## src/worst_fit_partition_allocator_macros.svh

```systemverilog
// Assertion macros for the worst-fit partition allocator.
// Used by the controller and datapath; expects clk_i and rst_ni in scope.
`ifndef WORST_FIT_PARTITION_ALLOCATOR_MACROS_SVH
`define WORST_FIT_PARTITION_ALLOCATOR_MACROS_SVH

// check a property on every rising clock edge outside reset
`define WFPA_ASSERT(name, prop, msg) \
  name: assert property (@(posedge clk_i) disable iff (!rst_ni) prop) else $error(msg);

// check that a condition never holds
`define WFPA_ASSERT_NEVER(name, expr, msg) \
  `WFPA_ASSERT(name, !(expr), msg)

`endif

```

## src/wfpa_pkg.sv

```systemverilog
// Package for the worst-fit partition allocator: sizes, word types, codes.
// No dependencies.
package wfpa_pkg;

  localparam int unsigned MAX_PARTITIONS = 16;
  localparam int unsigned SIZE_BITS      = 16;

  localparam int unsigned IDX_W    = $clog2(MAX_PARTITIONS);
  localparam int unsigned CNT_W    = $clog2(MAX_PARTITIONS + 1);
  localparam int unsigned SIZE_W   = 16;
  localparam int unsigned NUM_W    = 4;
  localparam int unsigned STATUS_W = 3;
  localparam int unsigned MODE_W   = 2;

  localparam logic [MODE_W-1:0] MODE_ADD = 2'd0;
  localparam logic [MODE_W-1:0] MODE_REQ = 2'd1;
  localparam int unsigned MODE_CLR_BIT   = 1;

  typedef enum logic [STATUS_W-1:0] {
    ST_ADDED   = 3'd0,
    ST_FULL    = 3'd1,
    ST_GRANTED = 3'd2,
    ST_NOFIT   = 3'd3,
    ST_CLEARED = 3'd4
  } status_e;

  typedef enum logic [1:0] {
    S_IDLE,
    S_SCAN,
    S_DECIDE
  } ctrl_state_e;

  typedef struct packed {
    logic [MODE_W-1:0] mode;
    logic [SIZE_W-1:0] size;
  } req_word_t;

  typedef struct packed {
    logic [STATUS_W-1:0] status;
    logic [NUM_W-1:0]    partition_number;
    logic [SIZE_W-1:0]   space_left;
  } rsp_word_t;

  typedef struct packed {
    logic add;
    logic req;
    logic clr;
    logic scan;
    logic decide;
  } cmd_t;

  typedef struct packed {
    logic scan_done;
  } stat_t;

  function automatic logic [SIZE_BITS-1:0] size_from_word(input logic [SIZE_W-1:0] w);
    logic [SIZE_BITS+SIZE_W-1:0] tmp;
    tmp = {{SIZE_BITS{1'b0}}, w};
    return tmp[SIZE_BITS-1:0];
  endfunction

  function automatic logic [SIZE_W-1:0] size_to_word(input logic [SIZE_BITS-1:0] s);
    logic [SIZE_BITS+SIZE_W-1:0] tmp;
    tmp = {{SIZE_W{1'b0}}, s};
    return tmp[SIZE_W-1:0];
  endfunction

  function automatic logic [NUM_W-1:0] idx_to_num(input logic [IDX_W-1:0] idx);
    logic [IDX_W+NUM_W-1:0] tmp;
    tmp = {{NUM_W{1'b0}}, idx};
    return tmp[NUM_W-1:0];
  endfunction

endpackage

```

## src/wfpa_ram.sv

```systemverilog
// Generic single-write, single-read RAM with registered read data.
// No dependencies.
module wfpa_ram #(
  parameter int unsigned WIDTH = 16,
  parameter int unsigned DEPTH = 16
) (
  input  logic                     clk_i,
  input  logic                     we_i,
  input  logic [$clog2(DEPTH)-1:0] waddr_i,
  input  logic [WIDTH-1:0]         wdata_i,
  input  logic [$clog2(DEPTH)-1:0] raddr_i,
  output logic [WIDTH-1:0]         rdata_o
);

  logic [WIDTH-1:0] mem_q [DEPTH];
  logic [WIDTH-1:0] rdata_q;

  always_ff @(posedge clk_i) begin
    if (we_i) begin
      mem_q[waddr_i] <= wdata_i;
    end
    rdata_q <= mem_q[raddr_i];
  end

  assign rdata_o = rdata_q;

endmodule

```

## src/wfpa_ctrl.sv

```systemverilog
// Controller state machine for the worst-fit partition allocator.
// Depends on wfpa_pkg and worst_fit_partition_allocator_macros.svh.
`include "worst_fit_partition_allocator_macros.svh"

module wfpa_ctrl (
  input  logic                  clk_i,
  input  logic                  rst_ni,
  input  logic                  start_i,
  input  logic [wfpa_pkg::MODE_W-1:0] mode_i,
  input  wfpa_pkg::stat_t       stat_i,
  output wfpa_pkg::cmd_t        cmd_o,
  output logic                  busy_o
);

  wfpa_pkg::ctrl_state_e state_q, state_d;
  logic accept;

  assign accept = start_i && (state_q == wfpa_pkg::S_IDLE);

  always_comb begin
    state_d = state_q;
    unique case (state_q)
      wfpa_pkg::S_IDLE: begin
        if (accept && !mode_i[wfpa_pkg::MODE_CLR_BIT] && (mode_i == wfpa_pkg::MODE_REQ)) begin
          state_d = wfpa_pkg::S_SCAN;
        end
      end
      wfpa_pkg::S_SCAN: begin
        if (stat_i.scan_done) begin
          state_d = wfpa_pkg::S_DECIDE;
        end
      end
      wfpa_pkg::S_DECIDE: begin
        state_d = wfpa_pkg::S_IDLE;
      end
      default: begin
        state_d = wfpa_pkg::S_IDLE;
      end
    endcase
  end

  always_comb begin
    cmd_o  = '0;
    busy_o = 1'b1;
    unique case (state_q)
      wfpa_pkg::S_IDLE: begin
        busy_o = 1'b0;
        if (accept) begin
          if (mode_i[wfpa_pkg::MODE_CLR_BIT]) begin
            cmd_o.clr = 1'b1;
          end else if (mode_i == wfpa_pkg::MODE_REQ) begin
            cmd_o.req = 1'b1;
          end else begin
            cmd_o.add = 1'b1;
          end
        end
      end
      wfpa_pkg::S_SCAN: begin
        cmd_o.scan = !stat_i.scan_done;
      end
      wfpa_pkg::S_DECIDE: begin
        cmd_o.decide = 1'b1;
      end
      default: begin
        busy_o = 1'b1;
      end
    endcase
  end

  always_ff @(posedge clk_i or negedge rst_ni) begin
    if (!rst_ni) begin
      state_q <= wfpa_pkg::S_IDLE;
    end else begin
      state_q <= state_d;
    end
  end

  `WFPA_ASSERT(a_decide_once, (state_q == wfpa_pkg::S_DECIDE) |=> (state_q == wfpa_pkg::S_IDLE), "decide state held")
  `WFPA_ASSERT(a_cmd_onehot, $onehot0(cmd_o), "more than one command issued")
  `WFPA_ASSERT(a_req_scans, cmd_o.req |=> (state_q == wfpa_pkg::S_SCAN), "request did not start a scan")
  `WFPA_ASSERT_NEVER(a_busy_accept, busy_o && (cmd_o.add || cmd_o.req || cmd_o.clr), "word taken while busy")

endmodule

```

## src/wfpa_dp.sv

```systemverilog
// Datapath of the worst-fit partition allocator: table, scan, result register.
// Depends on wfpa_pkg, wfpa_ram and worst_fit_partition_allocator_macros.svh.
`include "worst_fit_partition_allocator_macros.svh"

module wfpa_dp (
  input  logic                  clk_i,
  input  logic                  rst_ni,
  input  wfpa_pkg::req_word_t   req_i,
  input  wfpa_pkg::cmd_t        cmd_i,
  output wfpa_pkg::stat_t       stat_o,
  output logic                  valid_o,
  output wfpa_pkg::rsp_word_t   rsp_o
);

  localparam logic [wfpa_pkg::CNT_W-1:0] MaxCnt = wfpa_pkg::CNT_W'(wfpa_pkg::MAX_PARTITIONS);

  logic [wfpa_pkg::CNT_W-1:0]          count_q, count_d;
  logic [wfpa_pkg::MAX_PARTITIONS-1:0] used_q, used_d;
  logic [wfpa_pkg::CNT_W-1:0]          idx_q, idx_d;
  logic                                pend_q, pend_d;
  logic [wfpa_pkg::IDX_W-1:0]          pend_idx_q, pend_idx_d;
  logic                                found_q, found_d;
  logic [wfpa_pkg::IDX_W-1:0]          best_q, best_d;
  logic [wfpa_pkg::SIZE_BITS-1:0]      best_size_q, best_size_d;
  logic [wfpa_pkg::SIZE_BITS-1:0]      sz_q, sz_d;
  logic                                valid_q, valid_d;
  wfpa_pkg::rsp_word_t                 rsp_q, rsp_d;

  logic                                we;
  logic [wfpa_pkg::IDX_W-1:0]          waddr;
  logic [wfpa_pkg::SIZE_BITS-1:0]      wdata;
  logic [wfpa_pkg::SIZE_BITS-1:0]      rdata;
  logic [wfpa_pkg::SIZE_BITS-1:0]      left;
  logic                                full;
  logic                                better;
  logic                                fit;

  wfpa_ram #(
    .WIDTH(wfpa_pkg::SIZE_BITS),
    .DEPTH(wfpa_pkg::MAX_PARTITIONS)
  ) u_size_ram (
    .clk_i  (clk_i),
    .we_i   (we),
    .waddr_i(waddr),
    .wdata_i(wdata),
    .raddr_i(idx_q[wfpa_pkg::IDX_W-1:0]),
    .rdata_o(rdata)
  );

  assign full   = (count_q == MaxCnt);
  assign better = pend_q && !used_q[pend_idx_q] && (!found_q || (rdata > best_size_q));
  assign fit    = found_q && (best_size_q >= sz_q);
  assign left   = best_size_q - sz_q;
  assign stat_o.scan_done = (idx_q == count_q) && !pend_q;

  always_comb begin
    count_d     = count_q;
    used_d      = used_q;
    idx_d       = idx_q;
    pend_d      = pend_q;
    pend_idx_d  = pend_idx_q;
    found_d     = found_q;
    best_d      = best_q;
    best_size_d = best_size_q;
    sz_d        = sz_q;
    valid_d     = 1'b0;
    rsp_d       = rsp_q;
    we          = 1'b0;
    waddr       = count_q[wfpa_pkg::IDX_W-1:0];
    wdata       = wfpa_pkg::size_from_word(req_i.size);

    if (cmd_i.clr) begin
      count_d = '0;
      used_d  = '0;
      valid_d = 1'b1;
      rsp_d   = '{status: wfpa_pkg::ST_CLEARED, partition_number: '0, space_left: '0};
    end

    if (cmd_i.add) begin
      valid_d = 1'b1;
      if (full) begin
        rsp_d = '{status: wfpa_pkg::ST_FULL, partition_number: '0, space_left: '0};
      end else begin
        we = 1'b1;
        used_d[count_q[wfpa_pkg::IDX_W-1:0]] = 1'b0;
        count_d = count_q + 1'b1;
        rsp_d   = '{status: wfpa_pkg::ST_ADDED,
                    partition_number: wfpa_pkg::idx_to_num(count_q[wfpa_pkg::IDX_W-1:0]),
                    space_left: '0};
      end
    end

    if (cmd_i.req) begin
      sz_d    = wfpa_pkg::size_from_word(req_i.size);
      idx_d   = '0;
      pend_d  = 1'b0;
      found_d = 1'b0;
    end

    if (cmd_i.scan) begin
      if (idx_q != count_q) begin
        idx_d      = idx_q + 1'b1;
        pend_d     = 1'b1;
        pend_idx_d = idx_q[wfpa_pkg::IDX_W-1:0];
      end else begin
        pend_d = 1'b0;
      end
      if (better) begin
        found_d     = 1'b1;
        best_d      = pend_idx_q;
        best_size_d = rdata;
      end
    end

    if (cmd_i.decide) begin
      valid_d = 1'b1;
      if (fit) begin
        we           = 1'b1;
        waddr        = best_q;
        wdata        = left;
        used_d[best_q] = 1'b1;
        rsp_d = '{status: wfpa_pkg::ST_GRANTED,
                  partition_number: wfpa_pkg::idx_to_num(best_q),
                  space_left: wfpa_pkg::size_to_word(left)};
      end else begin
        rsp_d = '{status: wfpa_pkg::ST_NOFIT, partition_number: '0, space_left: '0};
      end
    end
  end

  always_ff @(posedge clk_i or negedge rst_ni) begin
    if (!rst_ni) begin
      count_q <= '0;
      used_q  <= '0;
      idx_q   <= '0;
      pend_q  <= 1'b0;
      found_q <= 1'b0;
      valid_q <= 1'b0;
    end else begin
      count_q <= count_d;
      used_q  <= used_d;
      idx_q   <= idx_d;
      pend_q  <= pend_d;
      found_q <= found_d;
      valid_q <= valid_d;
    end
  end

  always_ff @(posedge clk_i) begin
    pend_idx_q  <= pend_idx_d;
    best_q      <= best_d;
    best_size_q <= best_size_d;
    sz_q        <= sz_d;
    rsp_q       <= rsp_d;
  end

  assign valid_o = valid_q;
  assign rsp_o   = rsp_q;

  `WFPA_ASSERT(a_count_range, count_q <= MaxCnt, "partition count beyond table")
  `WFPA_ASSERT(a_grant_marks, (cmd_i.decide && fit) |=> used_q[$past(best_q)], "granted partition not marked used")
  `WFPA_ASSERT(a_pend_in_table, pend_q |-> ({1'b0, pend_idx_q} < count_q), "scan read beyond table")

endmodule

```

## src/worst_fit_partition_allocator.sv

```systemverilog
// Worst-fit fixed-partition allocator: top level joining controller and datapath.
// Add and clear words give their result in the cycle after acceptance; a request first
// scans the table in S_SCAN, one RAM entry a cycle over the partitions in the table, then
// decides in S_DECIDE and registers the response together with the result strobe.
// busy is low again in the cycle the result strobe is high; results cannot be stalled.
// Reset empties the table and clears all used flags; stored sizes are not cleared.
module worst_fit_partition_allocator (
  input  logic                clk_i,
  input  logic                rst_ni,
  input  logic                start,
  output logic                busy,
  input  wfpa_pkg::req_word_t req_i,
  output logic                valid_o,
  output wfpa_pkg::rsp_word_t rsp_o
);

  wfpa_pkg::cmd_t  cmd;
  wfpa_pkg::stat_t stat;

  wfpa_ctrl u_ctrl (
    .clk_i (clk_i),
    .rst_ni(rst_ni),
    .start_i(start),
    .mode_i(req_i.mode),
    .stat_i(stat),
    .cmd_o (cmd),
    .busy_o(busy)
  );

  wfpa_dp u_dp (
    .clk_i  (clk_i),
    .rst_ni (rst_ni),
    .req_i  (req_i),
    .cmd_i  (cmd),
    .stat_o (stat),
    .valid_o(valid_o),
    .rsp_o  (rsp_o)
  );

endmodule
```

## config.mk

```make
export PLATFORM = sky130hd
export DESIGN_NAME = worst_fit_partition_allocator
export DESIGN_NICKNAME = d
export VERILOG_FILES = /design/src/wfpa_pkg.sv /design/src/wfpa_ram.sv /design/src/wfpa_ctrl.sv /design/src/wfpa_dp.sv /design/src/worst_fit_partition_allocator.sv
export VERILOG_INCLUDE_DIRS = /design/src /design/src/src
export SDC_FILE = /design/constraint.sdc
export NUM_CORES = 1
export LEC_CHECK = 0
export BUFFER_PORTS_ARGS = -buffer_cell sky130_fd_sc_hd__clkbuf_2
export CAP_MARGIN = 15
export CORE_ASPECT_RATIO = 1.25
export CORE_UTILIZATION = 30
export CTS_CLUSTER_SIZE = 24
export DETAILED_ROUTE_END_ITERATION = 6
export MAX_ROUTING_LAYER = met4
export SYNTH_ARGS = -nofsm -noshare
export SYNTH_HDL_FRONTEND = slang
export SYNTH_HIERARCHICAL = 1
export SYNTH_SLANG_ARGS = --single-unit
```

## constraint.sdc

```tcl
create_clock -name clk_i -period 4.66 [get_ports clk_i]
set_clock_uncertainty 0.1 [all_clocks]
set_input_delay 0.233 -clock clk_i [delete_from_list [all_inputs] [get_ports clk_i]]
set_output_delay 0.233 -clock clk_i [all_outputs]
set_load 0.005 [all_outputs]
```

==> impl_metrics.csv, run 1 <==
group,metric,value,unit
worst_setup_path,cp.required,4790,ps
grt,grt_pass1_wl,51200,um
die,boundaryPins,46,
place,place_congestion,0.8273,
die,core-area,50760,um^2
grt,overflow,0,
sta,post-route-min-period,4099,ps
detailed_routing,wirelength,32760,um
clock_network,clock-sinks,366,
detailed_routing,drtIter0Drc,592,
worst_setup_path,startpoint_type,"register",
logic_synthesis,syn_area_per_cell,16.99,um^2
sta,maxSlewViolCount,0,
worst_setup_path,end_kind,"register",
power,ir_drop,223.9,uV
worst_setup_path,slowest_stage,"or3b_2",
power,powerDensity,473.6,nW/um^2
detailed_routing,viasPerCell,4.880,
grt,grt_max_degree,69,
detailed_routing,drc,0,
sta,fin_hold_ws,208.1,ps
clock_network,cts_tree,"yes",
die,die_h,256.4,um
logic_synthesis,synth_edf_count,319,
worst_setup_path,crit_buf_inv,2,
grt,grtUsageTotal,0.1300,
die,die_x,205.5,um
worst_setup_path,crit_type,"reg2reg",
finish,fillers,4732,
sta,max_slew_margin,0.3271,
power,leakage,6.339,nW
worst_setup_path,worst-path-max-fanout,9,
sta,setup_tns,0,ps
flow_run,drv_cap,0,
logic_synthesis,netlist_area,15530,um^2
worst_setup_path,path_cells,"inv_1 > ha_1 > fa_1 > nor2b_1 > o21bai_4 > a211oi_4 > nor4b_4 > a21oi_4 > mux2_2 > or3b_2 > nor2_2 > buf_4",
sta,rsz0062_at_grt,"false",
detailed_routing,ant_nets,0,
finish,final_cell_mix,"edfxtp_1, mux4_2, nand2_1",
finish,antenna_cells,0,
clock_network,h-tree-depth,2,
clock_network,cts-buffers-inserted,36,
clock_network,clk_pin_slew,60,ps
detailed_routing,firstDrtPassIters,7,
logic_synthesis,syn_inst,914,
logic_synthesis,yosys_warnings,6,
grt,grt_pass1_vias,8684,
worst_hold_path,min-delay-path-class,"in2reg",
detailed_routing,routedWlPerCell,19.31,um
logic_synthesis,ys_seq_area_frac,0.6874,
finish,post-route-util,0.3539,
clock_network,clk_path_buf_depth,3,
logic_synthesis,synth_nets,973,
finish,drive_gt1_frac,0.2252,
place,dp_hpwl,22290,um
worst_setup_path,crit_family,"simple AND/OR/NAND/NOR gates",
logic_synthesis,yosys_register_bits,366,
sta,fin_crit_sh,0.8797,
sta,hold_viol,0,
logic_synthesis,synthArstFlopShare,0.08470,
logic_synthesis,ys_types,80,
detailed_routing,vias,8281,
power,power.total,8.509,mW
grt,antenna_found_initial,0,
status,run_status,"complete, no violations",
sta,max_clock_freq,243.9,MHz
logic_synthesis,synth_flop_cell,"edfxtp_1",
clock_network,worstSkewPairLatency,520,ps
finish,final_common_cell,"edfxtp_1",
clock_network,cts-root-buf,"clkbuf_16",
worst_setup_path,slowest_delay,560,ps
clock_network,cts_setup_buffers,0,
finish,area_delta_synth_final,15.69,%
worst_setup_path,worstPathArrival,4230,ps
sta,worst_pin_slew,1007,ps
finish,nets,1070,
place,portBuffers,45,
die,rows,92,
sta,setup_viol,0,
die,start_util,0.3059,
die,die-area,52690,um^2
logic make-up (layout without fill, tap and decap cells):
kind of cell | after synthesis | in the layout | synth area share
AO/OA/AOI/OAI | 142 | 142 | 0.06800
XOR/XNOR | 15 | 15 | 0.008459
adder cells (fa/ha/maj) | 38 | 38 | 0.03110
buffers and inverters | 81 | 206 | 0.02449
flip-flops | 366 | 366 | 0.6874
multiplexers | 91 | 91 | 0.1179
AND/OR/NAND/NOR | 181 | 181 | 0.06268
sequential cells by signal, summed over array words and instances, names as in the netlist, 2 cells and up:
signal and cells:
u_dp/u_size_ram/rdata_o 16, u_ctrl/state_q 2, u_dp/best_size_q 16, u_dp/idx_q 5
u_dp/u_size_ram/mem_q 256, u_dp/used_q 16, u_dp/rsp_o 23, u_dp/count_q 5
u_dp/best_q 4, u_dp/sz_q 16, u_dp/pend_idx_q 4
worst paths after layout:
| path | from | endpoint | slack (ps) | cells after the start |
|---|---|---|---|---|
| worst max register to register | u_dp/best_size_q[0] | u_dp/u_size_ram/mem_q[1][13] | 560 | 12 |
| max in group asynchronous | rst_ni | u_dp/idx_q[0] | 3590 | 2 |
| worst min register to register | u_dp/u_size_ram/rdata_o[11] | u_dp/best_size_q[11] | 330 | 0 |
| min in group asynchronous | rst_ni | u_dp/count_q[3] | 250 | 2 |
| worst min-delay path | req_i[16] | u_dp/count_q[4] | 210 | 5 |
| worst max-delay path | u_dp/best_size_q[0] | u_dp/u_size_ram/mem_q[1][13] | 560 | 12 |
synthesized netlist by cell type, types with 3 or more instances:
cell / number / area, um^2
buf_6: 7 / 78.83
mux4_1: 10 / 262.8
mux2_1: 7 / 78.83
dfxtp_1: 16 / 320.3
clkbuf_1: 13 / 48.80
a21oi_1: 26 / 130.1
o21a_1: 4 / 30.03
and2b_1: 3 / 22.52
dfrtp_1: 31 / 775.7
or2_2: 3 / 18.77
edfxtp_1: 319 / 9579
nor2b_1: 15 / 93.84
and2_1: 12 / 75.07
mux2i_1: 7 / 70.07
xor2_1: 4 / 35.03
a31o_1: 6 / 52.55
a211oi_1: 4 / 30.03
and3_1: 4 / 25.02
nor2_1: 37 / 138.9
buf_4: 5 / 37.54
nand4_1: 4 / 25.02
nand3_1: 10 / 50.05
a22o_1: 4 / 35.03
buf_1: 7 / 26.28
a21o_1: 15 / 112.6
a31o_2: 3 / 26.28
nand2_1: 51 / 191.4
buf_2: 4 / 20.02
nor3_1: 9 / 45.04
ha_1: 37 / 462.9
xnor2_1: 11 / 96.34
a41o_1: 6 / 60.06
nand2b_1: 9 / 56.30
mux2_2: 8 / 90.09
o21ai_0: 16 / 80.08
inv_1: 44 / 165.2
a22oi_1: 33 / 247.7
nand3b_1: 3 / 22.52
mux4_2: 59 / 1329
stage by stage:
step           std cells  setup WS (ps)  area (um^2)
3_3_place_gp        1611          568.2        16650
5_1_grt             1697          355.0        17970
2_1_floorplan        914          121.7        15530
4_1_cts             1696          511.1        17950
6_report            1697          560.7        17970
3_5_place_dp        1611          513.7        16650
area by class of cell:
class | instances | area, um^2 | share of cell area
sequential | 366 | 10680 | 0.5945
clock buffer | 44 | 962.2 | 0.05356
tap | 658 | 823.3 | 0.04582
multi-input combinational | 467 | 4527 | 0.2520
inverter | 45 | 168.9 | 0.009402
timing repair buffer | 95 | 651.9 | 0.03628
clock inverter | 22 | 152.6 | 0.008496
tightest hold or removal path, cell delays in order:
cell and delay, ps:
clkbuf_2 130, nor4bb_4 50, buf_4 180, nand2b_1 110, o21ai_0 90
power by group:
part | internal, mW | switching (mW)
clock | 1.54 | 1.21
combinational | 0.797 | 0.916
sequential | 3.86 | 0.195
total | 6.19 | 2.32
timing repair:
action	in CTS	in global routing
gates resized for setup	0	0
hold endpoints to repair	48	0
hold buffers	19	0
per-layer routing:
metal	wire length, um	part of all wire	GRT usage	up-vias
met5	0	0	-	-
met4	804	0.025	0.04115	0
met3	1134	0.035	0.01423	54
met2	17020	0.52	0.2234	184
met1	13800	0.42	0.1586	4244
li1	-	-	-	3799
No activity file was read; power rests on OpenSTA's default activity.
==> inputs of run 2 (changes only) <==
--- a/config.mk
+++ b/config.mk
@@ -9,8 +9,9 @@
 export BUFFER_PORTS_ARGS = -buffer_cell sky130_fd_sc_hd__clkbuf_2
 export CAP_MARGIN = 15
 export CORE_ASPECT_RATIO = 1.25
+export CORE_MARGIN = 4
 export CORE_UTILIZATION = 30
-export CTS_CLUSTER_SIZE = 24
+export CTS_CLUSTER_SIZE = 40
 export DETAILED_ROUTE_END_ITERATION = 6
 export MAX_ROUTING_LAYER = met4
 export SYNTH_ARGS = -nofsm -noshare
==> impl_metrics.csv, run 2 (synthesis results as in run 1) <==
group,metric,value,unit
status,run_status,"complete, no violations",
grt,grt_pass1_wl,53730,um
sta,setup_tns,0,ps
grt,grt_max_degree,53,
worst_setup_path,worst-path-max-fanout,10,
clock_network,clk_pin_slew,60,ps
clock_network,worstSkewPairLatency,530,ps
finish,largest_register_ffs,256,
sta,maxSlewViolCount,0,
clock_network,cts_resized,0,
detailed_routing,drtIter0Drc,664,
clock_network,cts_setup_buffers,0,
sta,rsz0062_at_grt,"false",
finish,largest-register,"u_dp/u_size_ram/mem_q",
place,place_congestion,0.7937,
worst_setup_path,slowest_stage,"or3b_2",
grt,grt_pass1_vias,8690,
sta,post-route-min-period,3894,ps
detailed_routing,ant_nets,0,
grt,antenna_found_initial,0,
die,start_util,0.3052,
sta,fin_hold_ws,206.4,ps
worst_setup_path,end_kind,"register",
grt,overflow,0,
die,die-area,55490,um^2
power,power.total,8.462,mW
detailed_routing,wirelength,35240,um
finish,area_delta_synth_final,15.82,%
place,dpl-instance-area,16720,um^2
place,dpl.cell_count,1619,
clock_network,ctsHoldBuffers,19,
worst_setup_path,path_cells,"inv_1 > ha_1 > fa_1 > nor2b_1 > o21bai_4 > a211oi_4 > nor4b_4 > a21oi_4 > mux2_2 > or3b_2 > nor2_1 > buf_4",
detailed_routing,vias,8373,
die,core-area,50880,um^2
power,powerDensity,470.5,nW/um^2
finish,antenna_cells,0,
power,leakage,6.375,nW
power,ir_drop,246.1,uV
place,place_ws,800.4,ps
die,die_x,211.5,um
detailed_routing,firstDrtPassIters,5,
finish,nets,1076,
finish,drive_gt1_frac,0.2207,
clock_network,h-tree-depth,2,
sta,worst_pin_slew,1032,ps
grt,grtUsageTotal,0.1288,
sta,setup_viol,0,
finish,fillers,4776,
die,boundaryPins,46,
sta,max_slew_margin,0.3110,
clock_network,clk_path_buf_depth,3,
worst_setup_path,crit_family,"simple AND/OR/NAND/NOR gates",
finish,final_cell_mix,"edfxtp_1, mux4_2, nand2_1",
finish,finalInstanceArea,17990,um^2
sta,fin_crit_sh,0.8355,
worst_setup_path,crit_type,"reg2reg",
detailed_routing,drc,0,
worst_setup_path,startpoint_type,"register",
place,portBuffers,45,
detailed_routing,routedWlPerCell,20.73,um
sta,fin_ws,766.4,ps
sta,hold_viol,0,
die,rows,92,
sta,max_clock_freq,256.8,MHz
place,dp_hpwl,23570,um
finish,final_common_cell,"edfxtp_1",
worst_setup_path,worstPathArrival,4000,ps
finish,post-route-util,0.3535,
clock_network,cts_tree,"yes",
worst_setup_path,cp.required,4770,ps
finish,instances_no_fill,1700,
detailed_routing,viasPerCell,4.925,
clock_network,cts-buffers-inserted,35,
worst_hold_path,min-delay-path-class,"in2reg",
flow_run,drv_cap,0,
worst_setup_path,crit_buf_inv,2,
clock_network,clock-sinks,366,
clock_network,cts-root-buf,"clkbuf_16",
worst_setup_path,slowest_delay,530,ps
die,die_h,262.4,um
==> run 2: cell count changes in the layout (fill, tap and decap cells not counted) <==
cell	delta
nor2_2	-10
nor2_1	+10
clkinvlp_4	-2
buf_6	-1
buf_4	+5
clkbuf_8	+1
clkinv_1	-6
inv_6	-1
clkbuf_1	+3
clkinv_2	+2
bufinv_16	-1
buf_12	+3
==> run 2: final cells by class <==
class	count	area [um^2]	area share
Inverter	45	168.9	0.009391
Clock buffer	48	987.2	0.05489
Tap cell	658	823.3	0.04577
Sequential cell	366	10680	0.5938
Multi-Input combinational cell	467	4502	0.2503
Clock inverter	14	86.33	0.004800
Timing Repair Buffer	102	738.2	0.04104
==> run 2: worst reg2reg max path: cells and delay by family (launching register included) <==
| kind | cells | cell delay [ps] |
|---|---|---|
| flops | 1 | 350 |
| mux | 1 | 400 |
| buf+inv | 2 | 290 |
| fa+ha+maj | 2 | 630 |
| compound gates | 3 | 710 |
| simple gates | 4 | 1100 |
==> run 2: final timing paths <==
| path | from | to | slack (ps) | cells past startpoint |
|---|---|---|---|---|
| worst max-delay path | u_dp/best_size_q[0] | u_dp/u_size_ram/mem_q[2][3] | 770 | 12 |
| min in group asynchronous | rst_ni | u_dp/idx_q[2] | 240 | 2 |
| worst min-delay path | req_i[16] | u_dp/count_q[4] | 210 | 5 |
| max in group asynchronous | rst_ni | u_dp/idx_q[0] | 3570 | 2 |
| worst max register to register | u_dp/best_size_q[0] | u_dp/u_size_ram/mem_q[2][3] | 770 | 12 |
| worst min register to register | u_dp/u_size_ram/rdata_o[14] | u_dp/best_size_q[14] | 330 | 0 |
==> run 2: power breakdown <==
group | internal [mW] | switching (mW) | total [mW]
clock network | 1.49 | 1.19 | 2.68
logic | 0.799 | 0.987 | 1.79
registers | 3.86 | 0.134 | 3.99
==> run 2: routing by layer <==
metal	global-route usage	wire length (um)	part of all wire	vias up
met5	-	0	0	-
met4	0.04702	1103	0.031	0
met3	0.01636	1659	0.047	59
met2	0.2190	18220	0.52	237
met1	0.1575	14260	0.40	4266
li1	-	-	-	3811
==> inputs of run 3 (changes only) <==
--- a/config.mk
+++ b/config.mk
@@ -6,6 +6,7 @@
 export SDC_FILE = /design/constraint.sdc
 export NUM_CORES = 1
 export LEC_CHECK = 0
+export ABC_AREA = 1
 export BUFFER_PORTS_ARGS = -buffer_cell sky130_fd_sc_hd__clkbuf_2
 export CAP_MARGIN = 15
 export CORE_ASPECT_RATIO = 1.25
==> constraint.sdc (replaced) <==
create_clock -name clk_i -period 3.8 [get_ports clk_i]
set_clock_uncertainty 0.1 [all_clocks]
set_input_delay 0.19 -clock clk_i [delete_from_list [all_inputs] [get_ports clk_i]]
set_output_delay 0.19 -clock clk_i [all_outputs]
set_load 0.005 [all_outputs]
==> impl_metrics.csv, run 3 <==
group,metric,value,unit
sta,rsz0062_at_grt,"false",
finish,largest_register_ffs,256,
die,core-area,56070,um^2
sta,post-route-min-period,3580,ps
clock_network,clk_pin_slew,60,ps
clock_network,ctsHoldBuffers,19,
grt,antenna_found_initial,0,
sta,setup_viol,0,
power,powerDensity,659.6,nW/um^2
clock_network,worstSkewPairLatency,540,ps
logic_synthesis,synth_edf_count,319,
logic_synthesis,ys_types,35,
grt,grt_pass1_wl,64180,um
finish,multiInputGateArea,4778,um^2
worst_hold_path,min-delay-path-class,"in2reg",
finish,final_common_cell,"nand2_1",
sta,maxSlewViolCount,0,
finish,ff_latch_area,10680,um^2
die,die-area,60620,um^2
place,dp_hpwl,27830,um
clock_network,clock-sinks,366,
worst_setup_path,end_kind,"register",
worst_hold_path,whs_path_depth,6,
die,start_util,0.3035,
die,die_x,221.0,um
grt,overflow,0,
logic_synthesis,synth_top_area_frac,0.5629,
detailed_routing,firstDrtPassIters,5,
place,portBuffers,45,
sta,setup_tns,0,ps
logic_synthesis,synthArstFlopShare,0.08470,
worst_setup_path,slowest_delay,510,ps
die,die_h,274.3,um
sta,hold_viol,0,
flow_run,drv_cap,0,
place,place_congestion,0.8709,
worst_setup_path,cp.required,3910,ps
detailed_routing,viasPerCell,4.471,
worst_setup_path,cp_common_cell,"nand2_1",
clock_network,cts_tree,"yes",
detailed_routing,drc,0,
logic_synthesis,syn_area_per_cell,9.696,um^2
die,rows,97,
finish,drive_gt1_frac,0.1018,
sta,fin_hold_ws,80.13,ps
detailed_routing,ant_nets,0,
sta,max_clock_freq,279.3,MHz
finish,post-route-util,0.3496,
logic_synthesis,yosys-top-cells-area,"edfxtp_1, nand2_1, nand3_1, inv_1, dfrtp_1",
worst_setup_path,worst-path-max-fanout,18,
clock_network,cts-root-buf,"clkbuf_16",
detailed_routing,routedWlPerCell,15.73,um
logic_synthesis,yosysMostFrequentCell,"nand2_1",
logic_synthesis,synth_flop_cell,"edfxtp_1",
worst_setup_path,crit_family,"simple AND/OR/NAND/NOR gates",
logic_synthesis,yosys.area.top_type,"edfxtp_1",
logic_synthesis,netlist_area,17020,um^2
clock_network,clk_path_buf_depth,3,
sta,worst_pin_slew,1101,ps
clock_network,cts_setup_buffers,0,
power,ir_drop,430.5,uV
detailed_routing,wirelength,41050,um
logic_synthesis,yosys_warnings,6,
worst_setup_path,path_depth,14,
die,boundaryPins,46,
worst_setup_path,crit_buf_inv,2,
logic_synthesis,synth_common_cells,"nand2_1, edfxtp_1, inv_1, nand3_1, nor2_1",
status,run_status,"complete, no violations",
worst_setup_path,startpoint_type,"register",
finish,largest-register,"u_dp/u_size_ram/mem_q",
worst_setup_path,slowest_stage,"o21ai_0",
logic_synthesis,ys_seq_area_frac,0.6274,
logic_synthesis,yosys_register_bits,366,
finish,antenna_cells,0,
grt,grt_max_degree,71,
detailed_routing,vias,11670,
grt,grtUsageTotal,0.1366,
sta,fin_crit_sh,0.9421,
detailed_routing,drtIter0Drc,775,
clock_network,h-tree-depth,2,
power,leakage,8.650,nW
finish,area_delta_synth_final,15.20,%
worst_setup_path,r2r_cells,14,
worst_setup_path,crit_type,"reg2reg",
logic_synthesis,synth_nets,1814,
finish,nets,1899,
grt,grt_pass1_vias,11500,
logic_synthesis,syn_inst,1755,
finish,fillers,5679,
clock_network,cts_resized,0,
sta,max_slew_margin,0.2609,
clock_network,cts-buffers-inserted,36,
finish,final_cell_mix,"nand2_1, edfxtp_1, inv_1",
worst_setup_path,worstPathArrival,3690,ps
worst_setup_path,path_cells,"inv_1 > ha_1 > fa_1 > nand3b_1 > nand2_1 > nand2_1 > nand3_1 > nand2_1 > nand2_1 > nand2_2 > o21ai_0 > nand3_1 > nor2_2 > buf_4",
## run 3: metal layers
layer | GRT usage | share of wire | up-vias
met5 | - | 0 | -
met4 | 0.04797 | 0.029 | 0
met3 | 0.02024 | 0.043 | 65
met2 | 0.2459 | 0.52 | 257
met1 | 0.1559 | 0.41 | 5512
li1 | - | - | 5831
## run 3: final cells by class
cell class                      instances  area share
Clock buffer                           41     0.04742
Clock inverter                         24     0.01545
Inverter                              320     0.06134
Multi-Input combinational cell       1006      0.2438
Sequential cell                       366      0.5448
Tap cell                              742     0.04736
Timing Repair Buffer                  110     0.03983
## run 3: report_power, final
group	leakage (nW)	internal, mW	switching, mW	total (mW)
Combinational	4.60	1.21	2.87	4.08
Sequential	3.44	4.89	0.244	5.13
Clock	0.607	2.19	1.53	3.72
Total	8.65	8.29	4.64	12.9
## run 3: stage by stage
stage,setup WS [ps],cell area [um^2],power [mW],cells
after global placement,402.2,18160,9.219,2524
after CTS,264.6,19590,13.05,2608
after floorplan,448.5,17020,8.023,1755
final,219.9,19600,12.93,2609
after global routing,43.72,19600,13.75,2609
after detailed placement,304.0,18160,9.272,2524
## run 3: path summary, 6_finish.rpt
check	slack (ps)	endpoint	startpoint
max in group asynchronous	2800	u_dp/idx_q[0]	rst_ni
max	220	u_dp/u_size_ram/mem_q[13][2]	u_dp/best_size_q[0]
min in group asynchronous	190	u_dp/used_q[8]	rst_ni
max reg2reg	220	u_dp/u_size_ram/mem_q[13][2]	u_dp/best_size_q[0]
min reg2reg	330	u_dp/best_size_q[0]	u_dp/u_size_ram/rdata_o[0]
min	80	u_dp/count_q[1]	req_i[16]
## run 3: cell families (layout without fill, tap and decap cells)
group	count (synthesis)	count (layout)	share of synthesized area
and+or+nand+nor	875	875	0.2138
buffers and inverters	383	495	0.09419
DFF	366	366	0.6274
AOI/OAI and AO/OA	77	77	0.02809
adders and majority gates	38	38	0.02838
xor gates and xnor gates	16	16	0.008235
## run 3: worst min-delay path, cell delays in order
cell      delay [ps]
clkbuf_2          70
inv_1             40
nand2_1           60
nor2_1           140
nand2_1           90
o21ai_0           70
